$ cat config.mk
export PLATFORM = sky130hd
export DESIGN_NAME = ssmva_ram
export DESIGN_NICKNAME = d
export VERILOG_FILES = /design/src/design/ssmva_ram.sv
export SDC_FILE = /design/constraint.sdc
export NUM_CORES = 1
export LEC_CHECK = 0
export BUFFER_PORTS_ARGS = -buffer_cell sky130_fd_sc_hd__buf_2
export CORE_UTILIZATION = 45
export CTS_CLUSTER_DIAMETER = 120
export CTS_CLUSTER_SIZE = 25
export DETAILED_ROUTE_END_ITERATION = 16
export SLEW_MARGIN = 20
export SYNTH_ARGS = -nofsm -noshare
export SYNTH_HDL_FRONTEND = slang
export SYNTH_SLANG_ARGS = --single-unit
$ cat constraint.sdc
create_clock -name clk -period 5.4 [get_ports clk]
set_input_delay 1.08 -clock clk [delete_from_list [all_inputs] [get_ports clk]]
set_output_delay 1.08 -clock clk [all_outputs]
set_load 0.05 [all_outputs]
$ cat src/design/ssmva_ram.sv
`timescale 1ns / 1ps

module ssmva_ram #(
  parameter int WIDTH = 8,
  parameter int DEPTH = 16
) (
  input  logic                     clk,
  input  logic                     we,
  input  logic [$clog2(DEPTH)-1:0] waddr,
  input  logic [WIDTH-1:0]         wdata,
  input  logic                     re,
  input  logic [$clog2(DEPTH)-1:0] raddr,
  output logic [WIDTH-1:0]         rdata
);

  logic [WIDTH-1:0] mem [DEPTH];

  always_ff @(posedge clk) begin
    if (we) begin
      mem[waddr] <= wdata;
    end
    if (re) begin
      rdata <= mem[raddr];
    end
  end

endmodule

==> impl_metrics.py <==
metrics = {
    "critical_path": {
        "crit_arrival_ps": 2600,
        "cp_max_fo": 32,
        "slowest_stage": "mux4_1",
        "path_cells": "buf_4, mux4_1, a22oi_1, nand2_1",
        "max_stage_delay_ps": 670,
        "critical_path_required_ps": 5560,
        "crit_family": "multiplexers",
        "cp-end-kind": "flop",
        "path_buf_inv": 1,
        "start_kind": "input port",
        "crit_type": "input port to flop",
    },
    "timing": {
        "hold_violations": 0,
        "rsz0062_at_grt": "false",
        "min_period_ps": 2440,
        "finalSetupViolations": 0,
        "finalClockSkew_ps": 4.88,
        "drv_slew": 0,
        "fin_tns_setup_ps": 0,
        "tightest_slew_ps": 989,
        "max_freq_mhz": 411,
        "hold_slack_ps": 751,
        "slew-limit-headroom_pct": 33.8,
        "period_share_pct": 45.1,
    },
    "floorplanning": {
        "die_x_um": 110,
        "rows": 38,
        "io_pins": 27,
        "die-height_um": 110,
        "core_area_um2": 11100,
        "start_util_pct": 47.2,
        "die_area_um2": 12100,
    },
    "power": {
        "p_leak_nw": 2.06,
        "fin_total_pwr_w": 0.00269,
        "ir_worst_vdd_mv": 0.208,
        "p_per_area_nw_per_um2": 435,
    },
    "worst_hold_path": {
        "hp-class": "flop to flop",
    },
    "cts": {
        "clock_path_buffers": 2,
        "cts_tree": "built",
        "clock-root-buffer": "clkbuf_16",
        "htreeDepth": 4,
        "cts_buffers": 17,
        "clk_latency_ps": 410,
        "cts_hold_buffers": 0,
        "clk_pin_slew_ps": 60,
        "cts_sinks": 136,
        "post_cts_buffers": 0,
        "ctsResizeCount": 0,
    },
    "synth": {
        "ys_top_cells_by_count": "edfxtp_1 (136), mux4_2 (18), a22oi_1 (16)",
        "synth-edff-count": 136,
        "synth_top_area_share_pct": 78.1,
        "synth_area_leader_cell": "edfxtp_1",
        "syn_area_per_cell_um2": 22.8,
        "syn-instance-count": 229,
        "synth_ff_type": "edfxtp_1",
        "ys_seq_area_share_pct": 78.1,
        "ys_ff_latch": 136,
        "synth_cell_types": 18,
        "syn_nets": 248,
        "syn-cell-area_um2": 5230,
        "ys_top_cells_by_area": "edfxtp_1 (78%), mux4_2 (7.8%), mux4_1 (7.0%)",
        "synthArstFlopShare_pct": 0,
        "yosysMostFrequentCell": "edfxtp_1",
        "yosysWarnings": 0,
    },
    "routing": {
        "drtIter0Drc": 190,
        "vias_per_cell": 5.68,
        "antenna_left": 0,
        "vias": 2384,
        "drc": 0,
        "first_pass_iters": 4,
        "wl_per_cell_um": 23.4,
        "drt-total-wl_um": 9840,
    },
    "placed_design": {
        "place.port_buffers": 26,
        "dp_hpwl_um": 6000,
        "routabilityCongestion": 0.708,
        "placedCellCount": 388,
    },
    "grt": {
        "grt_pass1_wl_um": 15000,
        "grt_max_degree": 33,
        "grt_usage_pct": 18.7,
        "grt_overflow": 0,
        "grt_pass1_vias": 2450,
        "antenna_found_initial": 0,
    },
    "cells_and_area": {
        "finalNetCount": 286,
        "fin_util_pct": 55.8,
        "drive_gt1_share_pct": 27.5,
        "instances_no_fill": 420,
        "antennaDiodeCount": 0,
        "area_growth_pct": 18.2,
    },
    "run_status": {
        "outcome": "finished, final reports clean",
    },
    "run": {
        "maxCapViolations": 0,
    },
}
-- layout make-up --
type / instances / area (um2)
clock buffer: 17 / 425
clock inverter: 15 / 279
fill: 839 / 4900
multi-input combinational: 83 / 1060
sequential: 136 / 4080
tap: 140 / 175
timing repair buffer: 29 / 155
-- report_power, final --
part           internal [W]  switching [W]  leakage [nW]  total, W
sequential          0.00119     0.00000621          1.24   0.00120
clock              0.000952       0.000420         0.333   0.00137
combinational     0.0000416      0.0000775         0.491  0.000119
-- stage by stage --
| stage | worst slack [ps] | instance area, um2 |
|---|---|---|
| after global placement | 2140 | 5470 |
| after detailed placement | 2150 | 5470 |
| final | 2960 | 6180 |
| after floorplan | 2830 | 5230 |
| after global routing | 2840 | 6180 |
| after CTS | 2600 | 6180 |
-- cell families (layout without fill, tap and decap cells) --
| kind of cell | count (synthesis) | in the layout | share of synthesized area (%) |
|---|---|---|---|
| mux | 32 | 32 | 14.8 |
| compound gates | 16 | 16 | 2.30 |
| simple gates | 35 | 35 | 3.14 |
| buf+inv | 10 | 61 | 1.65 |
| flops | 136 | 136 | 78.1 |
-- worst register-to-register path, stage by stage (launching register included) --
cell	delay, ps
edfxtp_1	350
mux4_1	510
a22oi_1	290
nand2_1	90
-- per-layer routing --
| metal | vias to the layer above | share of wire (%) | global-route usage (%) |
|---|---|---|---|
| met1 | 1242 | 46 | 26.3 |
| met3 | 18 | 4.8 | 4.45 |
| li1 | 1057 | - | - |
| met5 | - | 0 | 0 |
| met4 | 0 | 1.7 | 8.29 |
| met2 | 67 | 47 | 27.9 |
-- cells in the final DEF (no fill, tap or decap) --
cell type and n:
mux4_1 14, nand3_1 1, nor3_1 3, nor2_1 13
nand3b_1 2, nor2b_1 1, clkinv_4 1, a22oi_1 16
nand2b_1 2, nor3_2 1, nand2_1 9, edfxtp_1 136
clkbuf_16 17, clkinvlp_4 2, bufinv_16 8, buf_2 25
or3b_2 1, and2_1 1, mux4_2 18, clkinv_1 4
and2b_1 1, buf_4 4
-- flip-flops by register name (all words and copies together), names as in the netlist --
register / flops
mem: 128
rdata: 8
-- worst paths after layout --
| kind | start | cells after the start | end | slack [ps] |
|---|---|---|---|---|
| max | raddr[0] | 4 | rdata[1] | 2960 |
| min | mem[13][5] | 3 | rdata[5] | 750 |
| max reg2reg | mem[1][3] | 3 | rdata[3] | 3910 |
| min reg2reg | mem[13][5] | 3 | rdata[5] | 750 |
(Power assumes the default switching activity.)
