$ cat src/design/ssmva_pkg.sv
`timescale 1ns / 1ps

package ssmva_pkg;

  localparam int IDX_W    = 12;
  localparam int NARROW_W = 24;
  localparam int WIDE_W   = 48;
  localparam int IDX_SPAN = 1 << IDX_W;

  typedef logic [1:0]                 action_t;
  typedef logic [IDX_W-1:0]           idx_t;
  typedef logic signed [NARROW_W-1:0] narrow_t;
  typedef logic signed [WIDE_W-1:0]   wide_t;

  localparam action_t ACT_LOAD_X  = 2'd0;
  localparam action_t ACT_LOAD_B  = 2'd1;
  localparam action_t ACT_NONZERO = 2'd2;
  localparam action_t ACT_READ_B  = 2'd3;

  typedef struct packed {
    logic ld_xr;
    logic ld_xc;
    logic mul_row;
    logic mul_col;
    logic sum_acc;
    logic b_upd;
    logic b_fold;
    logic b_ok;
  } mac_ctrl_t;

endpackage

$ cat src/design/ssmva_mac.sv
`timescale 1ns / 1ps

module ssmva_mac (
  input  logic                 clk,
  input  logic                 rst,
  input  ssmva_pkg::mac_ctrl_t ctrl,
  input  ssmva_pkg::narrow_t   coef,
  input  ssmva_pkg::narrow_t   x_operand,
  input  ssmva_pkg::wide_t     b_data,
  output ssmva_pkg::wide_t     b_wdata,
  output logic                 saturated
);

  localparam int W = ssmva_pkg::WIDE_W;
  localparam ssmva_pkg::wide_t WIDE_MAX = {1'b0, {(W-1){1'b1}}};
  localparam ssmva_pkg::wide_t WIDE_MIN = {1'b1, {(W-1){1'b0}}};

  ssmva_pkg::narrow_t xr;
  ssmva_pkg::narrow_t xc;
  ssmva_pkg::narrow_t mul_b;
  ssmva_pkg::wide_t   product;
  ssmva_pkg::wide_t   p_row;
  ssmva_pkg::wide_t   p_col;
  ssmva_pkg::wide_t   row_sum;
  ssmva_pkg::wide_t   addend;
  ssmva_pkg::wide_t   row_sum_next;
  logic [W:0]         sum_b;
  logic [W:0]         sum_r;
  logic               b_ovf;
  logic               r_ovf;
  logic               sat;

  assign mul_b   = ctrl.mul_col ? xc : xr;
  assign product = coef * mul_b;

  // saturating add into the b entry, or fold of the row sum
  assign addend = ctrl.b_fold ? row_sum : p_row;
  assign sum_b  = {b_data[W-1], b_data} + {addend[W-1], addend};
  assign b_ovf  = sum_b[W] ^ sum_b[W-1];
  assign b_wdata = b_ovf ? (sum_b[W] ? WIDE_MIN : WIDE_MAX) : sum_b[W-1:0];

  // saturating add into the row sum
  assign sum_r = {row_sum[W-1], row_sum} + {p_col[W-1], p_col};
  assign r_ovf = sum_r[W] ^ sum_r[W-1];
  assign row_sum_next = r_ovf ? (sum_r[W] ? WIDE_MIN : WIDE_MAX) : sum_r[W-1:0];

  always_ff @(posedge clk) begin
    if (ctrl.ld_xr) begin
      xr <= x_operand;
    end
    if (ctrl.ld_xc) begin
      xc <= x_operand;
    end
    if (ctrl.mul_row) begin
      p_row <= product;
    end
    if (ctrl.mul_col) begin
      p_col <= product;
    end
  end

  always_ff @(posedge clk) begin
    if (rst) begin
      row_sum <= '0;
      sat     <= 1'b0;
    end else begin
      if (ctrl.sum_acc) begin
        row_sum <= row_sum_next;
      end else if (ctrl.b_fold) begin
        row_sum <= '0;
      end
      if (((ctrl.b_upd || ctrl.b_fold) && ctrl.b_ok && b_ovf) || (ctrl.sum_acc && r_ovf)) begin
        sat <= 1'b1;
      end
    end
  end

  assign saturated = sat;

endmodule

$ cat config.mk
export PLATFORM = sky130hd
export DESIGN_NAME = ssmva_mac
export DESIGN_NICKNAME = d
export VERILOG_FILES = /design/src/design/ssmva_pkg.sv /design/src/design/ssmva_mac.sv
export SDC_FILE = /design/constraint.sdc
export NUM_CORES = 2
export LEC_CHECK = 0
export ABC_AREA = 1
export BUFFER_PORTS_ARGS = -buffer_cell sky130_fd_sc_hd__buf_2
export CAP_MARGIN = 20
export CORE_MARGIN = 8
export CORE_UTILIZATION = 55
export DETAILED_ROUTE_END_ITERATION = 6
export GPL_TIMING_DRIVEN = 0
export HOLD_SLACK_MARGIN = 0.02
export PLACE_DENSITY = 0.72
export SYNTH_ARGS = -nofsm -noshare
export SYNTH_HDL_FRONTEND = slang
export SYNTH_SLANG_ARGS = --single-unit
$ cat constraint.sdc
create_clock -name clk -period 20.8 [get_ports clk]
set_input_delay 2.08 -clock clk [delete_from_list [all_inputs] [get_ports clk]]
set_output_delay 2.08 -clock clk [all_outputs]
set_load 0.01 [all_outputs]
==> out/metrics.cfg <==
[floorplan]
rows=93
initial_core_util=0.5571
die_y_um=271.8
io_pins=155
die_area_um2=73860
core-area_um2=64580
die_w_um=271.8

[placed_design]
dp_hpwl_mm=100.2
place_congestion=1.046
port_buffers=148
pre_cts_slack_ns=9.165

[clock_tree]
path_clk_slew_ns=0.08
cts_hold_buf=0
clock-sinks=193
insertion_delay_ns=0.51
cts.path.max_buffers=2
tritoncts=yes
cts_root_buffer=clkbuf_16
cts_resized=0
cts_buffers=17
htreeDepth=4
cts_setup_buffers=0

[cells_and_area]
fillerInstances=6041
final_core_util=0.5958
layout-drive-gt1-share=0.07225
num-nets-final=5735
final_common_cell=nand2_1
diodes=0
areaGrowthSynthToFinish_pct=6.938
final_cell_mix=nand2_1 (1210), inv_1 (927), fa_1 (609)

[sta]
fin_crit_ns=11.18
rsz0062_at_grt=false
worstMarginPinSlew_ns=1.195
setup_viol=0
hold_viol=0
slew_viol_final=0
whs_ns=0.4896
fmax_mhz=89.44
fin_skew_ns=0.03202
finalCritPeriodShare=0.5375
setup_tns_ns=0
setup_ws_ns=9.619
slew_headroom=0.1978

[global_route]
grt_pass1_vias=32550
grt_pass1_wl_mm=177.7
antenna_found_initial=2
grt-ovfl-total=0
grt_max_degree=49
track_usage=0.3139

[critical_path]
end_kind=flip-flop
startpoint=ctrl[4]
rr_startpoint=xc[1]
cp.required_ns=21.12
critical_path_class=primary input to flip-flop
start_kind=primary input
arrival_ns=11.50
cp_max_fo=18

[yosys]
synth_edf_count=144
synth-seq-cells=193
synth.avg_cell_area_um2=7.789
synthesis.nets=5564
synthArstFlopShare=0
seq_area_frac_synth=0.1474
ys.flop_type=edfxtp_1
synth_cell_types=49
synth_warnings=0
syn_inst=4619
synth_area_um2=35980

[routing]
drc=0
drt-initial-drc-count=2297
wl_per_cell_um=20.29
vias=30740
drtPass1Iterations=6
vias_per_cell=5.433
routed_wl_mm=114.8
ant_nets=0

[worst_hold_path]
min_path_type=flip-flop to flip-flop
hp-start=row_sum[26]

[run_status]
status=completed

[flow_run]
drv_cap=0

## per-layer routing
layer	routed length [um]	part of all wire	global-route usage
met3	8059	0.070	0.05047
met4	8375	0.073	0.1966
met5	10	0.000087	0
met2	55620	0.48	0.5481
met1	42720	0.37	0.3576
## through the flow
step | cells | area, um2
after detailed placement | 5624 | 37820
after global routing | 5658 | 38480
after CTS | 5656 | 38450
after floorplan | 4619 | 35980
after global placement | 5622 | 37790
final | 5658 | 38480
## path summary, 6_finish.rpt
| kind | end | slack [ns] | depth (start not counted) |
|---|---|---|---|
| worst min-delay path | row_sum[26] | 0.49 | 2 |
| worst min register to register | row_sum[26] | 0.49 | 2 |
| worst max register to register | p_row[40] | 11.87 | 21 |
| worst max-delay path | p_row[40] | 9.62 | 24 |
## registers in the layout, summed over array words and instances, names as in the netlist
register and cells:
p_row 48, xr 24, xc 24, p_col 48
saturated 1, row_sum 48
## synthesized netlist by cell type (26+ instances only)
cell,number,share of area
or2_2,41,0.0071
edfxtp_1,144,0.12
xnor2_1,58,0.014
ha_1,230,0.080
a21oi_1,175,0.024
nor2_1,507,0.053
nand2_1,1210,0.13
fa_1,609,0.34
inv_1,927,0.097
clkbuf_1,104,0.011
a21oi_2,26,0.0063
xor2_1,66,0.016
nand3_1,111,0.015
nor3_1,28,0.0039
o21bai_1,31,0.0065
dfxtp_1,49,0.027
o21ai_0,87,0.012
nand4_1,37,0.0064
## final cells by class
cell class / count / area (um2) / share of cell area
plain buffers: 133 / 600.6 / 0.01561
clock buffers: 17 / 425.4 / 0.01106
clock inverters: 15 / 201.4 / 0.005236
inverters: 953 / 3577 / 0.09297
multi-input cells: 3340 / 26500 / 0.6887
flip-flops and latches: 193 / 5305 / 0.1379
well taps: 855 / 1070 / 0.02780
repair buffers: 152 / 799.5 / 0.02078
## cells by family (layout without fill, tap and decap cells)
group | after synthesis | after routing | synth area share
flops | 193 | 193 | 0.1474
xor+xnor | 124 | 124 | 0.03018
buf+inv | 1086 | 1270 | 0.1161
compound gates | 376 | 376 | 0.06047
simple gates | 2000 | 2000 | 0.2267
fa+ha+maj | 839 | 839 | 0.4188
mux | 1 | 1 | 0.0002782
## worst max-delay path, stage by stage
cell	delay, ns
buf_2	0.51
inv_1	0.22
clkbuf_1	0.27
or2_2	0.33
o21ai_1	0.47
clkbuf_1	0.46
nor2_1	0.16
fa_1	0.65
fa_1	0.75
inv_1	0.24
fa_1	0.82
inv_1	0.32
fa_1	0.55
fa_1	0.58
fa_1	0.44
fa_1	0.45
ha_1	0.40
nand2_1	0.09
nor2_1	0.24
nand2_1	0.20
nor4_1	0.48
nand4_1	0.35
nand3_1	0.23
xor2_1	0.19
Power is left out: the tool's default activity adds up to more than one toggle a clock period on the data nets, which glitch-free logic cannot reach.
